==> src/prka_pkg.sv <==
// Shared types and constants for the probe resistant key allocation block.
package prka_pkg;

  localparam int MAX_COLUMNS = 64;
  localparam int COL_W = (MAX_COLUMNS > 1) ? $clog2(MAX_COLUMNS) : 1;

  localparam logic [6:0] ACTIVE_RESET = 7'd64;

  localparam logic [1:0] KIND_ALLOC = 2'd0;
  localparam logic [1:0] KIND_READ  = 2'd1;
  localparam logic [1:0] KIND_CLEAR = 2'd2;

  localparam logic STATUS_OK      = 1'b0;
  localparam logic STATUS_NO_SLOT = 1'b1;

  typedef enum logic [1:0] {
    ST_IDLE,
    ST_SEARCH,
    ST_SWEEP,
    ST_CLOSE
  } state_e;

  typedef struct packed {
    logic [1:0]  kind;
    logic [63:0] row_bits;
    logic [5:0]  read_column;
    logic [63:0] orig_key0_low;
    logic [63:0] orig_key0_high;
    logic [63:0] orig_key1_low;
    logic [63:0] orig_key1_high;
    logic [63:0] fresh_key_low;
    logic [63:0] fresh_key_high;
  } req_t;

  typedef struct packed {
    logic        status;
    logic [5:0]  closing_column;
    logic [63:0] pair_key0_low;
    logic [63:0] pair_key0_high;
    logic [63:0] pair_key1_low;
    logic [63:0] pair_key1_high;
  } rsp_t;

  typedef struct packed {
    logic [63:0] key0_low;
    logic [63:0] key0_high;
    logic [63:0] key1_low;
    logic [63:0] key1_high;
  } pair_t;

  // Per-cell controls
  typedef struct packed {
    logic clear;
    logic shift;
    logic load;
  } cell_ctl_t;

  // Head unit controls
  typedef struct packed {
    logic init;
    logic step;
    logic share;
    logic capture;
  } head_ctl_t;

endpackage

==> src/prka_head.sv <==
// Ring head: assigns fresh pairs, folds key0 into the accumulator, captures reads.
module prka_head (
  input  logic                clk_i,
  input  prka_pkg::head_ctl_t ctl_i,
  input  prka_pkg::req_t      req_i,
  input  prka_pkg::pair_t     pair_i,
  output prka_pkg::pair_t     pair_o,
  output prka_pkg::pair_t     close_pair_o,
  output prka_pkg::pair_t     read_pair_o
);

  logic [63:0]     delta_low, delta_high;
  logic            unassigned;
  prka_pkg::pair_t fresh_pair;
  logic [63:0]     acc_low_d, acc_low_q, acc_high_d, acc_high_q;
  prka_pkg::pair_t cap_d, cap_q;

  assign delta_low  = req_i.orig_key0_low ^ req_i.orig_key1_low;
  assign delta_high = req_i.orig_key0_high ^ req_i.orig_key1_high;
  assign unassigned = ~|pair_i;

  always_comb begin
    fresh_pair.key0_low  = req_i.fresh_key_low;
    fresh_pair.key0_high = req_i.fresh_key_high;
    fresh_pair.key1_low  = req_i.fresh_key_low ^ delta_low;
    fresh_pair.key1_high = req_i.fresh_key_high ^ delta_high;
  end

  // Give unassigned share columns the fresh pair, pass everything else on
  assign pair_o = (ctl_i.share && unassigned) ? fresh_pair : pair_i;

  // Seed with the original key0, fold in key0 of each non-closing share column
  always_comb begin
    acc_low_d  = acc_low_q;
    acc_high_d = acc_high_q;
    cap_d      = cap_q;
    if (ctl_i.init) begin
      acc_low_d  = req_i.orig_key0_low;
      acc_high_d = req_i.orig_key0_high;
      cap_d      = '0;
    end else if (ctl_i.step) begin
      if (ctl_i.share) begin
        acc_low_d  = acc_low_q ^ pair_o.key0_low;
        acc_high_d = acc_high_q ^ pair_o.key0_high;
      end
      if (ctl_i.capture) begin
        cap_d = pair_i;
      end
    end
  end

  always_ff @(posedge clk_i) begin
    acc_low_q  <= acc_low_d;
    acc_high_q <= acc_high_d;
    cap_q      <= cap_d;
  end

  always_comb begin
    close_pair_o.key0_low  = acc_low_q;
    close_pair_o.key0_high = acc_high_q;
    close_pair_o.key1_low  = acc_low_q ^ delta_low;
    close_pair_o.key1_high = acc_high_q ^ delta_high;
  end

  assign read_pair_o = cap_q;

endmodule

==> config.mk <==
export PLATFORM = sky130hd
export DESIGN_NAME = prka_head
export DESIGN_NICKNAME = d
export VERILOG_FILES = /design/src/prka_pkg.sv /design/src/prka_head.sv
export SDC_FILE = /design/constraint.sdc
export NUM_CORES = 1
export LEC_CHECK = 0
export ABC_AREA = 1
export BUFFER_PORTS_ARGS = -buffer_cell sky130_fd_sc_hd__buf_2
export CORE_AREA = 2 2 576 578
export DETAILED_ROUTE_END_ITERATION = 8
export DIE_AREA = 0 0 578 580
export SETUP_SLACK_MARGIN = 0.5
export SYNTH_ARGS = -nofsm -noshare
export SYNTH_HDL_FRONTEND = slang
export SYNTH_SLANG_ARGS = --single-unit
==> constraint.sdc <==
create_clock -name clk_i -period 4.5 [get_ports clk_i]
set_clock_uncertainty 0.2 [all_clocks]
set_input_delay 0.675 -clock clk_i [delete_from_list [all_inputs] [get_ports clk_i]]
set_output_delay 0.675 -clock clk_i [all_outputs]
set_load 0.1 [all_outputs]
After elaboration in Yosys (flattened, before gate mapping)
Cells that the tools add are included.
W data, S select, Z words.
{"block": "word_totals", "regBits": 384, "inputBits": 717, "word_cells": 28}
{"block": "classes", "n_mux": 7, "bitwise_logic": 8, "reduce_logical": 7}
{"op": "$xor A64 B64 Y64", "n": 8}
{"op": "$mux W64", "n": 6}
{"op": "$mux W256", "n": 1}
{"op": "$reduce_or A256 Y1", "n": 1}
{"op": "$reduce_and A2 Y1", "n": 2}
{"op": "$reduce_bool A2 Y1", "n": 2}
{"op": "$logic_and A1 B1 Y1", "n": 1}
{"op": "$logic_not A1 Y1", "n": 1}

Depth between registers and ports, before layout
{"block": "logic_depth", "ltp_word": 8, "mapped_depth": 14}

Worst setup path after synthesis
OpenSTA, ideal clock, no wires.
{"block": "synth_timing", "path_kind": "in2reg", "from": "input ctl_i[3] (netlist bit)", "to": "register acc_high_q[0] (enable)", "setup_ns": 1.108, "arrival_ns": 3.433, "required_ns": 3.192, "setup_slack_ns": -0.241, "stages": 4, "path_buffers": 2, "path_cell_list": "clkinv_1 > clkbuf_1 > clkbuf_1 > nand2_1"}
{"block": "synth_between", "elab_chain_len": 2, "word_cells_on_any_way": 3, "classes_between": "reduce/logical: 3"}
{"element": "start: declaration", "line": "prka_head.sv:4", "source": "input prka_pkg::head_ctl_t ctl_i,"}
{"element": "$reduce_bool A2 Y1 (no source line)"}
{"element": "$reduce_and A2 Y1 (no source line) *"}
{"element": "end signal: assignment", "line": "prka_head.sv:54", "source": "acc_high_q <= acc_high_d;"}
{"element": "end: declaration", "line": "prka_head.sv:15", "source": "logic [63:0] acc_low_d, acc_low_q, acc_high_d, acc_high_q;"}
Mark *: on every way between the ends. The rest lies on a longest branch, timed or not.
A chain may end at the register's enable or synchronous reset.

==> qor.yml <==
finish:
  drive_above_1_share_pct: 36.8
  stdcell_area_um2: 47700
  final_nets: 5893
  seq_area_um2: 8970
  multiInputGateArea_um2: 14600
  final_cells: 9688
  fin_util_pct: 14.5
  areaGrowthSynthToFinish_pct: 90.7
  fillers: 37700
synthesis:
  ys.flop_type: "dfxtp_1"
  syn-cell-area_um2: 25000
  netlist_instances: 3553
  synthArstFlopShare_pct: 0
  synth-edff-count: 128
  ys_warn_count: 0
  synth.cells.most_frequent: "nand2_1 (580), nand3_1 (539), inv_1 (366)"
  ys_types: 24
  post-synth-top-count-cell: "nand2_1"
  syn_avg_cell_area_um2: 7.04
  synth_top_area_cell: "dfxtp_1"
  yosysSeqAreaShare_pct: 35.8
  synth-seq-cells: 384
  synth.top_cell.area_share_pct: 20.5
  mappedNetlistNets: 4270
  synth_area_leaders: "dfxtp_1 (20%), edfxtp_1 (15%), nand3_1 (11%)"
critical_path:
  crit_arrival_ps: 3070
  cp_data_required_time_ps: 3620
  cpMaxStageDelayCell: "nor2_1"
  crit_fanout: 33
  slowest_delay_ps: 290
  reg2reg_to: "acc_low_q[18]$_DFFE_PP_"
  critPathTopFamily: "simple AND/OR/NAND/NOR gates"
  reg2reg_depth: 4
  worst-r2r-setup-slack_ps: 3220
  cp-start-kind: "input port"
  worstSetupEndpointType: "output port"
  crit_path_cell_trace: "buf_2, nor2_1, nand2_1, nor2_1, nand2_2, inv_1, nand2_1, nor2_4, buf_4, clkbuf_16, nand4_1, nand2_2, buf_12"
  path_class: "in -> out"
  r2r-start: "acc_low_q[18]$_DFFE_PP_"
  cp.buffers_inverters: 5
cts:
  clockBufferDepth: 3
  clock_latency_ps: 720
  cts-root-buf: "clkbuf_16"
  cts_max_level: 2
  clk_pin_slew_ps: 60
  numCtsBuffers: 59
  cts_tree: "done"
  cts_sinks: 384
place:
  place_congestion: 0.976
  hpwl_um: 256000
  dp.cells: 9262
  place_ws_ps: -214
  io_buffers: 1412
  place_area_um2: 42100
timing:
  final_max_slew_viol_count: 28
  setup_violations: 0
  fmax_ghz: 0.254
  fin_crit_ps: 3940
  slew_headroom_pct: -2.79
  hold_viol_final: 0
  rsz0062_at_grt: "no"
  min_period_over_period_pct: 87.6
  tightest_slew_ps: 1540
  fin_ws_ps: 560
grt:
  met2_usage_pct: 27.9
  grt_use_met3_pct: 8.63
  grt_busiest_layer: "met2"
  grt_use_met1_pct: 19.2
  grt-ovfl-total: 0
  grt_use_total_pct: 17.4
  antenna_found_initial: 237
  grt_pass1_wl_um: 374000
  grt_max_degree: 129
  grt_pass1_vias: 32000
routing:
  via_count: 34500
  ant_nets: 0
  wirelength_um: 308000
  drtIter0Drc: 2978
  firstDrtPassIters: 6
  routed_via_density: 3.56
  post-route-drc-count: 0
  wl_per_cell_um: 31.8
floorplanning:
  dieHeight_um: 580
  core_area_um2: 329000
  start_util_pct: 7.60
  die_w_um: 578
  dieArea_um2: 335000
  row_count: 211
  boundaryPins: 1485
min_path:
  hold_path_end: "read_pair_o[55]$_SDFFE_PP0P_"
  worstHoldStart: "pair_i[55]"
  worstHoldPathCells: 3
  hold_path_class: "in -> reg"
status:
  outcome: "finished, violations left"
  failed_checks: "max-slew violations"
power:
  leakagePower_nw: 21.5
  power.density_nw_per_um2: 374
  ir_drop_uv: 295
  power.total_mw: 17.8
flow_run:
  maxCapViolations: 0
[cell usage in the layout, fill, tap and decap left out, types with 95 or more instances in the layout]
cell and instances:
xnor2_1 128, xor2_1 255, buf_2 1154, nor2_1 322, nand2_1 553, o21ai_0 256, dlygate4sd3_1 193, diode_2 95
nand4_1 136, buf_4 108, a21oi_1 154, edfxtp_1 128, buf_12 282, nand3_1 527, inv_1 361, dfxtp_1 256
[per-layer routing]
layer,up-vias,wire length [um]
met1,16300,114000
met3,673,38900
met2,2418,137000
met4,82,18200
li1,15100,-
met5,-,556
[registers in the layout (all words and copies together), names as in the netlist]
signal / count
acc_high_q: 64
acc_low_q: 64
read_pair_o: 256
[cell type report]
cell class	instances	share of cell area, %
well taps	4366	11.5
diodes	95	0.498
inverters	414	3.33
flip-flops and latches	384	18.8
clock buffers	84	3.64
multi-input cells	2546	30.5
clock inverters	28	0.564
repair buffers	1771	31.2
[where the power goes]
part           internal [mW]  switching, mW
Sequential              3.89          0.175
Combinational           1.70           7.00
Clock                   2.81           2.24
[worst reg2reg max path, cell delays in order, from the launching register on]
cell,delay (ps)
edfxtp_1,460
inv_1,120
nand3_1,90
nand3_1,100
nand2_1,60
[worst max-delay path by stage]
stage / startpoint / end / slack [ps] / depth (start not counted)
2_1_floorplan: pair_i[0] / pair_o[107] / -190 / 10
3_3_place_gp: pair_i[172] / pair_o[97] / -170 / 13
3_5_place_dp: pair_i[172] / pair_o[97] / -210 / 13
4_1_cts: pair_i[233] / pair_o[190] / 450 / 11
5_1_grt: pair_i[124] / pair_o[107] / 460 / 15
6_report: pair_i[213] / pair_o[190] / 560 / 13
[per-stage QoR]
step / hold slack (ps) / TNS [ps]
after floorplan: 612 / -1540
after global placement: 260 / -3240
after detailed placement: 266 / -4470
after CTS: 0.604 / 0
after global routing: 16.1 / 0
final: 68.4 / 0
[timing repair]
action	CTS	global route
gates cloned	10	4
endpoints found under the setup margin	256	231
endpoints found under the hold margin	193	0
pin swaps	12	28
gates resized for setup	159	77
buffers inserted	7	5
hold buffers	193	0
[kinds of logic after synthesis]
group	after synthesis	share of synthesized area, %
and+or+nand+nor	1623	28.5
buffers and inverters	624	10.5
AOI/OAI and AO/OA	538	11.8
xor gates and xnor gates	384	13.4
DFF	384	35.8
(Power assumes the default switching activity.)
