==> config.mk <==
export PLATFORM = sky130hd
export DESIGN_NAME = prka_cell
export DESIGN_NICKNAME = d
export VERILOG_FILES = /design/src/prka_pkg.sv /design/src/prka_cell.sv
export SDC_FILE = /design/constraint.sdc
export NUM_CORES = 1
export LEC_CHECK = 0
export BUFFER_PORTS_ARGS = -buffer_cell sky130_fd_sc_hd__buf_2
export CAP_MARGIN = 20
export CORE_AREA = 4 4 302 304
export CTS_CLUSTER_SIZE = 16
export DETAILED_ROUTE_END_ITERATION = 10
export DIE_AREA = 0 0 306 308
export PLACE_DENSITY = 0.42
export SLEW_MARGIN = 20
export SYNTH_ARGS = -nofsm -noshare
export SYNTH_HDL_FRONTEND = slang
export SYNTH_SLANG_ARGS = --single-unit
export TNS_END_PERCENT = 20
==> constraint.sdc <==
create_clock -name clk_i -period 1.7 [get_ports clk_i]
set_input_delay 0.17 -clock clk_i [delete_from_list [all_inputs] [get_ports clk_i]]
set_output_delay 0.17 -clock clk_i [all_outputs]
set_load 0.005 [all_outputs]
==> src/prka_pkg.sv <==
// Shared types and constants for the probe resistant key allocation block.
package prka_pkg;

  localparam int MAX_COLUMNS = 64;
  localparam int COL_W = (MAX_COLUMNS > 1) ? $clog2(MAX_COLUMNS) : 1;

  localparam logic [6:0] ACTIVE_RESET = 7'd64;

  localparam logic [1:0] KIND_ALLOC = 2'd0;
  localparam logic [1:0] KIND_READ  = 2'd1;
  localparam logic [1:0] KIND_CLEAR = 2'd2;

  localparam logic STATUS_OK      = 1'b0;
  localparam logic STATUS_NO_SLOT = 1'b1;

  typedef enum logic [1:0] {
    ST_IDLE,
    ST_SEARCH,
    ST_SWEEP,
    ST_CLOSE
  } state_e;

  typedef struct packed {
    logic [1:0]  kind;
    logic [63:0] row_bits;
    logic [5:0]  read_column;
    logic [63:0] orig_key0_low;
    logic [63:0] orig_key0_high;
    logic [63:0] orig_key1_low;
    logic [63:0] orig_key1_high;
    logic [63:0] fresh_key_low;
    logic [63:0] fresh_key_high;
  } req_t;

  typedef struct packed {
    logic        status;
    logic [5:0]  closing_column;
    logic [63:0] pair_key0_low;
    logic [63:0] pair_key0_high;
    logic [63:0] pair_key1_low;
    logic [63:0] pair_key1_high;
  } rsp_t;

  typedef struct packed {
    logic [63:0] key0_low;
    logic [63:0] key0_high;
    logic [63:0] key1_low;
    logic [63:0] key1_high;
  } pair_t;

  // Per-cell controls
  typedef struct packed {
    logic clear;
    logic shift;
    logic load;
  } cell_ctl_t;

  // Head unit controls
  typedef struct packed {
    logic init;
    logic step;
    logic share;
    logic capture;
  } head_ctl_t;

endpackage

==> src/prka_cell.sv <==
// One column of the key table: holds a key pair and passes it down the ring.
module prka_cell (
  input  logic                clk_i,
  input  logic                rst_ni,
  input  prka_pkg::cell_ctl_t ctl_i,
  input  prka_pkg::pair_t     next_pair_i,
  input  prka_pkg::pair_t     load_pair_i,
  output prka_pkg::pair_t     pair_o,
  output logic                unassigned_o
);

  prka_pkg::pair_t pair_d, pair_q;

  // Pick clear, direct load or shift from the neighbor
  always_comb begin
    pair_d = pair_q;
    priority if (ctl_i.clear) begin
      pair_d = '0;
    end else if (ctl_i.load) begin
      pair_d = load_pair_i;
    end else if (ctl_i.shift) begin
      pair_d = next_pair_i;
    end
  end

  always_ff @(posedge clk_i or negedge rst_ni) begin
    if (!rst_ni) begin
      pair_q <= '0;
    end else begin
      pair_q <= pair_d;
    end
  end

  assign pair_o       = pair_q;
  assign unassigned_o = ~|pair_q;

endmodule

## Yosys cells after proc, flatten, opt, wreduce, memory -nomap -nowiden

Index checks and enable logic that the tools add are counted.

| storage, ports and cells | value |
|---|---|
| bits in registers | 256 |
| input port bits | 517 |
| output and inout port bits | 257 |

| cells by class | value |
|---|---|
| multiplexer cells | 3 |
| reductions and logical operators | 3 |

Operator list:

| cell | count |
|---|---|
| $mux W256 | 3 |
| $reduce_or A256 Y1 | 1 |
| $reduce_bool A3 Y1 | 1 |
| $logic_not A1 Y1 | 1 |

## Logic depth before layout (Yosys ltp)

Gate-level depths: netlist (run 1).

| logic depth | value |
|---|---|
| depth after elaboration | 3 |
| depth in mapped cells | 7 |

## Worst setup path after synthesis (run 1)

OpenSTA, ideal clock, no wires.

| path | value |
|---|---|
| path type | register to output |
| from | reg pair_q (netlist bit pair_o[192]) |
| to | out unassigned_o |
| arrival time | 1.211 ns |
| data required time | 1.530 ns |
| slack | 0.319 ns |
| cell stages (with the launch flop) | 5 |
| cells stage by stage | dfrtp_1 > nor4_1 > nand4_1 > nor4_1 > and4_1 |

| on the way | value |
|---|---|
| cells in the longest elaborated chain, start to end | 2 |

Ends and longest elaborated chain:

| item | RTL line | source |
|---|---|---|
| from (decl) | prka_cell.sv:12 | `prka_pkg::pair_t pair_d, pair_q;` |
| from (signal assigned) | prka_cell.sv:30 | `pair_q <= pair_d;` |
| $reduce_or A256 Y1 | prka_cell.sv:35 | `assign unassigned_o = ~\|pair_q;` |
| $logic_not A1 Y1 | prka_cell.sv:35 |  |
| to (decl) | prka_cell.sv:9 | `output logic unassigned_o` |

Every way passes these cells.

## Final worst setup path (run 1)

| path | value |
|---|---|
| from | reg pair_q (netlist bit pair_o[169]) |
| to | out unassigned_o |

Same word-level chain as after synthesis.

==> results.toml, run 1 <==
[run_status]
status = "complete, but fails checks"
violations = "negative setup slack"

[drt]
vias = 16600
drtIter0Drc = 660
first_pass_iters = 5
ant_nets = 0
via_per_inst = 3.93
wirelength_um = 68200
avgRoutedWirePerCell_um = 16.2
post-route-drc-count = 0

[timing]
rsz0062_at_grt = "true"
clock.fmax_mhz = 393
skew_ns = 0
fin_hold_ws_ns = 0.00744
min_period_over_period = 1.50
maxSlewHeadroom = 0.638
tns_ns = -0.842
final-max-slew-violation-count = 0
tightest_slew_ns = 0.544
setup_viol = 1
period_needed_ns = 2.54
fin_ws_ns = -0.842
hold_viol = 0

[critical_path]
critical_path_required_ns = 1.53
worstPathCellList = "nor4_1 -> buf_4 -> nand4_1 -> nor4_1 -> buf_4 -> and4_4 -> buf_6"
cpPeakStageDelay_ns = 0.39
path_depth = 7
crit_buf_inv = 3
worstSetupEndpointType = "primary output"
r2r_setup_slack_ns = 0.06
crit_arrival_ns = 2.37
start_kind = "flip-flop"
critical_path.top_delay_family = "simple AND/OR/NAND/NOR gates"
criticalPathCategory = "flip-flop to primary output"
reg2reg_from = "pair_o[141]"
critPathSlowestCell = "dfrtp_1"
reg2regPathDepth = 6
reg2reg_to = "pair_o[141]"
path_max_fanout = 2

[logic_synthesis]
yosysSeqAreaShare = 0.476
ys_seq_elements = 256
syn_inst = 1479
netlist_area_um2 = 13500
yosysWarnings = 0
synthDistinctLibCells = 14
syn_area_per_cell_um2 = 9.10
synthesis.nets = 1996

[place]
post-place-ws_ns = -0.539
hpwl_um = 54600
io_buffer_count = 773
place_area_um2 = 21100
gp_congestion = 0.863

[global_route]
grt_pass1_vias = 17700
grt_overflow_total = 0
antenna_found_initial = 6
grt_usage = 0.136
grt_max_degree = 64
grt_pass1_wl_um = 101000

[cells_and_area]
area_growth_pct = 101
fin_nets = 3543
largest_register_ff_count = 256
drive_above_1_share = 0.400
finalInstanceArea_um2 = 27100

[min_path]
min_to = "pair_o[114]"
hold_depth = 5
hp-class = "input port to flip-flop"
worstHoldStart = "next_pair_i[114]"

[die]
die_w_um = 306
rows = 109
die_area_um2 = 94200
io_pins = 774
start_util = 0.152
die_y_um = 308
core-area_um2 = 88200

[clock_network]
cts.sinks = 256
numCtsBuffers = 30
clk_latency_ns = 0.56
cts_root_buf = "clkbuf_16"
htree_levels = 1
clk_pin_slew_ns = 0.06
cts_tree = "yes"
clockBufferDepth = 3

[power]
power.leakage_nw = 14.0
peakVddDrop_mv = 0.630
p_per_area_nw_per_um2 = 676

[flow_run]
cap_violations = 0
power by group:
group	internal, mW	total [mW]	leakage [nW]	switching [mW]
clock network	3.72	6.22	0.467	2.50
registers	6.48	6.73	3.37	0.254
logic	3.08	5.34	10.2	2.26
total	13.3	18.3	14.0	5.02
layout make-up:
type                       instances  area, um2
clock inverter                     5       53.8
multi-input combinational       1109       6460
sequential                       256       6410
timing repair buffer            1629      11800
tap                             1165       1460
clock buffer                      47        896
antenna                            4       10.0
fill                            9408      61200
cell families after synthesis:
group           Yosys count  share of synthesized area
simple gates            597                      0.184
buf+inv                 114                     0.0545
compound gates          256                     0.0952
flops                   256                      0.476
mux                     256                      0.190
how the worst max path moves through the flow:
stage | start | endpoint | slack, ns
floorplan | pair_o[192] | unassigned_o | 0.32
global placement | pair_o[3] | unassigned_o | -0.44
detailed placement | pair_o[3] | unassigned_o | -0.54
CTS | pair_o[62] | unassigned_o | -1.02
global route | pair_o[3] | unassigned_o | -1.03
finish | pair_o[169] | unassigned_o | -0.84
what timing repair did:
action	in CTS	in global routing
pin swaps	4	4
setup endpoints to repair	1	12
hold buffers	481	0
gates cloned	0	0
buffers inserted	1	2
endpoints found under the hold margin	495	0
gates resized for setup	6	27
through the flow:
| step | cells | util | total power, mW |
|---|---|---|---|
| after floorplan | 1479 | - | 8.39 |
| after global placement | 3676 | 0.239 | 11.1 |
| after detailed placement | 3676 | 0.239 | 11.0 |
| after CTS | 4210 | 0.305 | 18.6 |
| after global routing | 4214 | 0.307 | 19.3 |
| final | 4215 | 0.307 | 18.3 |
cells in the final DEF, fill, tap and decap left out, types with 5 or more instances in the layout:
master	count
buf_2	768
nor4_1	48
clkbuf_1	10
dfrtp_1	255
dlymetal6s4s_1	5
nand4_1	16
nor4_2	19
a21oi_2	5
a21oi_1	251
mux2i_1	255
nor2_1	512
clkbuf_16	31
buf_12	19
clkbuf_8	7
dlygate4sd3_1	475
buf_4	356
layer usage:
layer  wire [um]  up-vias  part of all wire  track usage
li1            -     8201                 -            -
met1       27400     7720              0.40        0.159
met2       34600      556              0.51        0.251
met3        3840       97             0.056       0.0229
met4        2400        2             0.035       0.0493
met5          11        -           0.00016            0
cells in the mapped netlist:
cell,number,area share
dfrtp_1,256,0.48
a21oi_1,256,0.095
buf_4,12,0.0067
buf_6,23,0.019
nor2_1,512,0.14
clkbuf_1,38,0.011
mux2i_1,256,0.19
nor4_1,66,0.031
and4_1,1,0.00065
buf_2,34,0.013
nand4_1,16,0.0074
nor4_2,2,0.0019
buf_8,4,0.0045
buf_1,3,0.00084
worst register-to-register path: stages, from the launching register on:
cell and delay, ns:
dfrtp_1 0.43, buf_4 0.17, mux2i_1 0.13, nor2_1 0.05, a21oi_1 0.13, dlygate4sd3_1 0.58, nor2_1 0.05
No activity file was read; power rests on OpenSTA's default activity.
==> inputs of run 2 (changes only) <==
--- a/config.mk
+++ b/config.mk
@@ -7,10 +7,10 @@
 export LEC_CHECK = 0
 export BUFFER_PORTS_ARGS = -buffer_cell sky130_fd_sc_hd__buf_2
 export CAP_MARGIN = 20
-export CORE_AREA = 4 4 302 304
+export CORE_AREA = 2 2 300 302
 export CTS_CLUSTER_SIZE = 16
 export DETAILED_ROUTE_END_ITERATION = 10
-export DIE_AREA = 0 0 306 308
+export DIE_AREA = 0 0 302 304
 export PLACE_DENSITY = 0.42
 export SLEW_MARGIN = 20
 export SYNTH_ARGS = -nofsm -noshare
==> run 2 against run 1 <==
Effect of this change: the run still ends with negative setup slack left; flip-flop and latch count did not move; core utilization fell by 0.073 points; setup slack got worse by 0.090 ns; non-clock buffer count rose by 29; cell count rose by 0.90%; total power fell by 0.29%; sequential share of layout area fell by 0.16 points; global-route usage fell by 0.085 points; largest cell class unchanged.
==> results.toml, run 2 (synthesized netlist as in run 1, its figures left out) <==
[die]
rows = 110
core-area_um2 = 89000
io_pins = 774
die_area_um2 = 91800
start_util = 0.151
die_y_um = 304
die_w_um = 302

[global_route]
grt_pass1_vias = 17500
grt_overflow_total = 0
grt_max_degree = 55
grt_pass1_wl_um = 97700
grt_usage = 0.135
antenna_found_initial = 4

[min_path]
hold_depth = 5
min_to = "pair_o[66]"
hp-class = "input port to flip-flop"
worstHoldStart = "next_pair_i[66]"

[critical_path]
path_max_fanout = 3
cpPeakStageDelay_ns = 0.41
reg2regPathDepth = 6
r2r_setup_slack_ns = 0.04
critPathSlowestCell = "dfrtp_1"
crit_buf_inv = 3
critical_path_required_ns = 1.53
reg2reg_from = "pair_o[128]"
crit_arrival_ns = 2.46
start_kind = "flip-flop"
critical_path.top_delay_family = "simple AND/OR/NAND/NOR gates"
reg2reg_to = "pair_o[128]"
worstPathCellList = "nor4_2 -> buf_4 -> nand4_1 -> nor4_4 -> buf_4 -> and4_1 -> buf_4"
criticalPathCategory = "flip-flop to primary output"
crit_top_cell = "buf_4"
worstSetupEndpointType = "primary output"

[drt]
drtIter0Drc = 697
first_pass_iters = 5
vias = 16500
post-route-drc-count = 0
ant_nets = 0
wirelength_um = 65700
via_per_inst = 3.89
avgRoutedWirePerCell_um = 15.4

[cells_and_area]
area_growth_pct = 103
instances_no_fill = 4253
finalInstanceArea_um2 = 27300
final_common_cell = "buf_2"
fin_nets = 3572
drive_above_1_share = 0.402
finish.utilization = 0.306
largest_register_ff_count = 256
final_cell_mix = "768 x buf_2, 512 x nor2_1, 481 x dlygate4sd3_1"

[timing]
fin_ws_ns = -0.932
min_period_over_period = 1.55
skew_ns = 0
clock.fmax_mhz = 380
period_needed_ns = 2.63
hold_viol = 0
final-max-slew-violation-count = 0
tightest_slew_ns = 0.649
maxSlewHeadroom = 0.563
tns_ns = -0.932
setup_viol = 1
rsz0062_at_grt = "true"

[place]
place_area_um2 = 21300
place_inst = 3711
hpwl_um = 53300
io_buffer_count = 773
gp_congestion = 0.847
post-place-ws_ns = -0.610

[run_status]
status = "complete, but fails checks"
violations = "negative setup slack"

[power]
p_per_area_nw_per_um2 = 669
comb_power_share = 0.294
seqPwrFrac = 0.370
peakVddDrop_mv = 0.649
clkPwrFrac = 0.336
power.leakage_nw = 14.1
p_sw_frac = 0.278
p_switching_mw = 5.06
intPower_mw = 13.2

[clock_network]
clockBufferDepth = 3
cts.sinks = 256
clk_pin_slew_ns = 0.06
cts_root_buf = "clkbuf_16"
numCtsBuffers = 30
htree_levels = 1
clk_latency_ns = 0.58
cts_tree = "yes"

[flow_run]
cap_violations = 0
[run 2: cell types whose count changed in the layout (fill, tap and decap cells not counted), moves of 2 or more]
cell           change
buf_4             +29
dlygate4sd3_1      +6
buf_12             -5
nor4_2             -4
nor4_4             +4
clkbuf_1           +3
clkinv_2           -3
diode_2            -3
buf_6              -2
clkinvlp_4         +2
[run 2: power groups by stage]
stage / Clock [mW] / Combinational, mW / Sequential, mW
floorplan: 0 / 1.51 / 6.89
global placement: 0 / 4.27 / 6.82
detailed placement: 0 / 4.23 / 6.83
CTS: 6.41 / 5.40 / 6.74
global route: 6.63 / 5.86 / 6.79
finish: 6.14 / 5.36 / 6.74
[run 2: worst max path at each step]
stage / from / to / depth (start not counted)
2_1_floorplan: pair_o[192] / unassigned_o / 4
3_3_place_gp: pair_o[193] / unassigned_o / 6
3_5_place_dp: pair_o[3] / unassigned_o / 7
4_1_cts: pair_o[132] / unassigned_o / 7
5_1_grt: pair_o[132] / unassigned_o / 7
6_report: pair_o[172] / unassigned_o / 7
[run 2: cell type report]
class / count / area [um2]
clock buffer: 50 / 907
antenna: 1 / 2.50
sequential: 256 / 6410
clock inverter: 3 / 23.8
fill: 9538 / 61800
tap: 1176 / 1470
multi-input combinational: 1109 / 6490
timing repair buffer: 1658 / 12000
[run 2: metal layers]
| metal | part of all wire | GRT usage | vias to the layer above |
|---|---|---|---|
| met4 | 0.033 | 0.0423 | 0 |
| li1 | - | - | 8271 |
| met1 | 0.41 | 0.157 | 7647 |
| met3 | 0.051 | 0.0226 | 75 |
| met2 | 0.51 | 0.251 | 533 |
| met5 | 0 | 0 | - |
[run 2: what timing repair did]
item,in CTS,in global routing
pin swaps,3,1
hold buffers,487,0
setup endpoints to repair,1,10
resized for setup,17,17
endpoints found under the hold margin,511,0
buffers inserted,1,0
[run 2: metrics by stage]
| stage | hold WS [ns] | power [mW] |
|---|---|---|
| finish | 0.0250 | 18.2 |
| CTS | 0.000581 | 18.6 |
| global route | 0.0221 | 19.3 |
| global placement | 0.129 | 11.1 |
| detailed placement | 0.127 | 11.1 |
| floorplan | -0.126 | 8.39 |
[run 2: worst reg2reg max path, cell delays in order (launching register included)]
cell and delay [ns]:
dfrtp_1 0.38, buf_4 0.15, mux2i_1 0.14, nor2_1 0.06, a21oi_1 0.17, dlygate4sd3_1 0.59, nor2_1 0.05
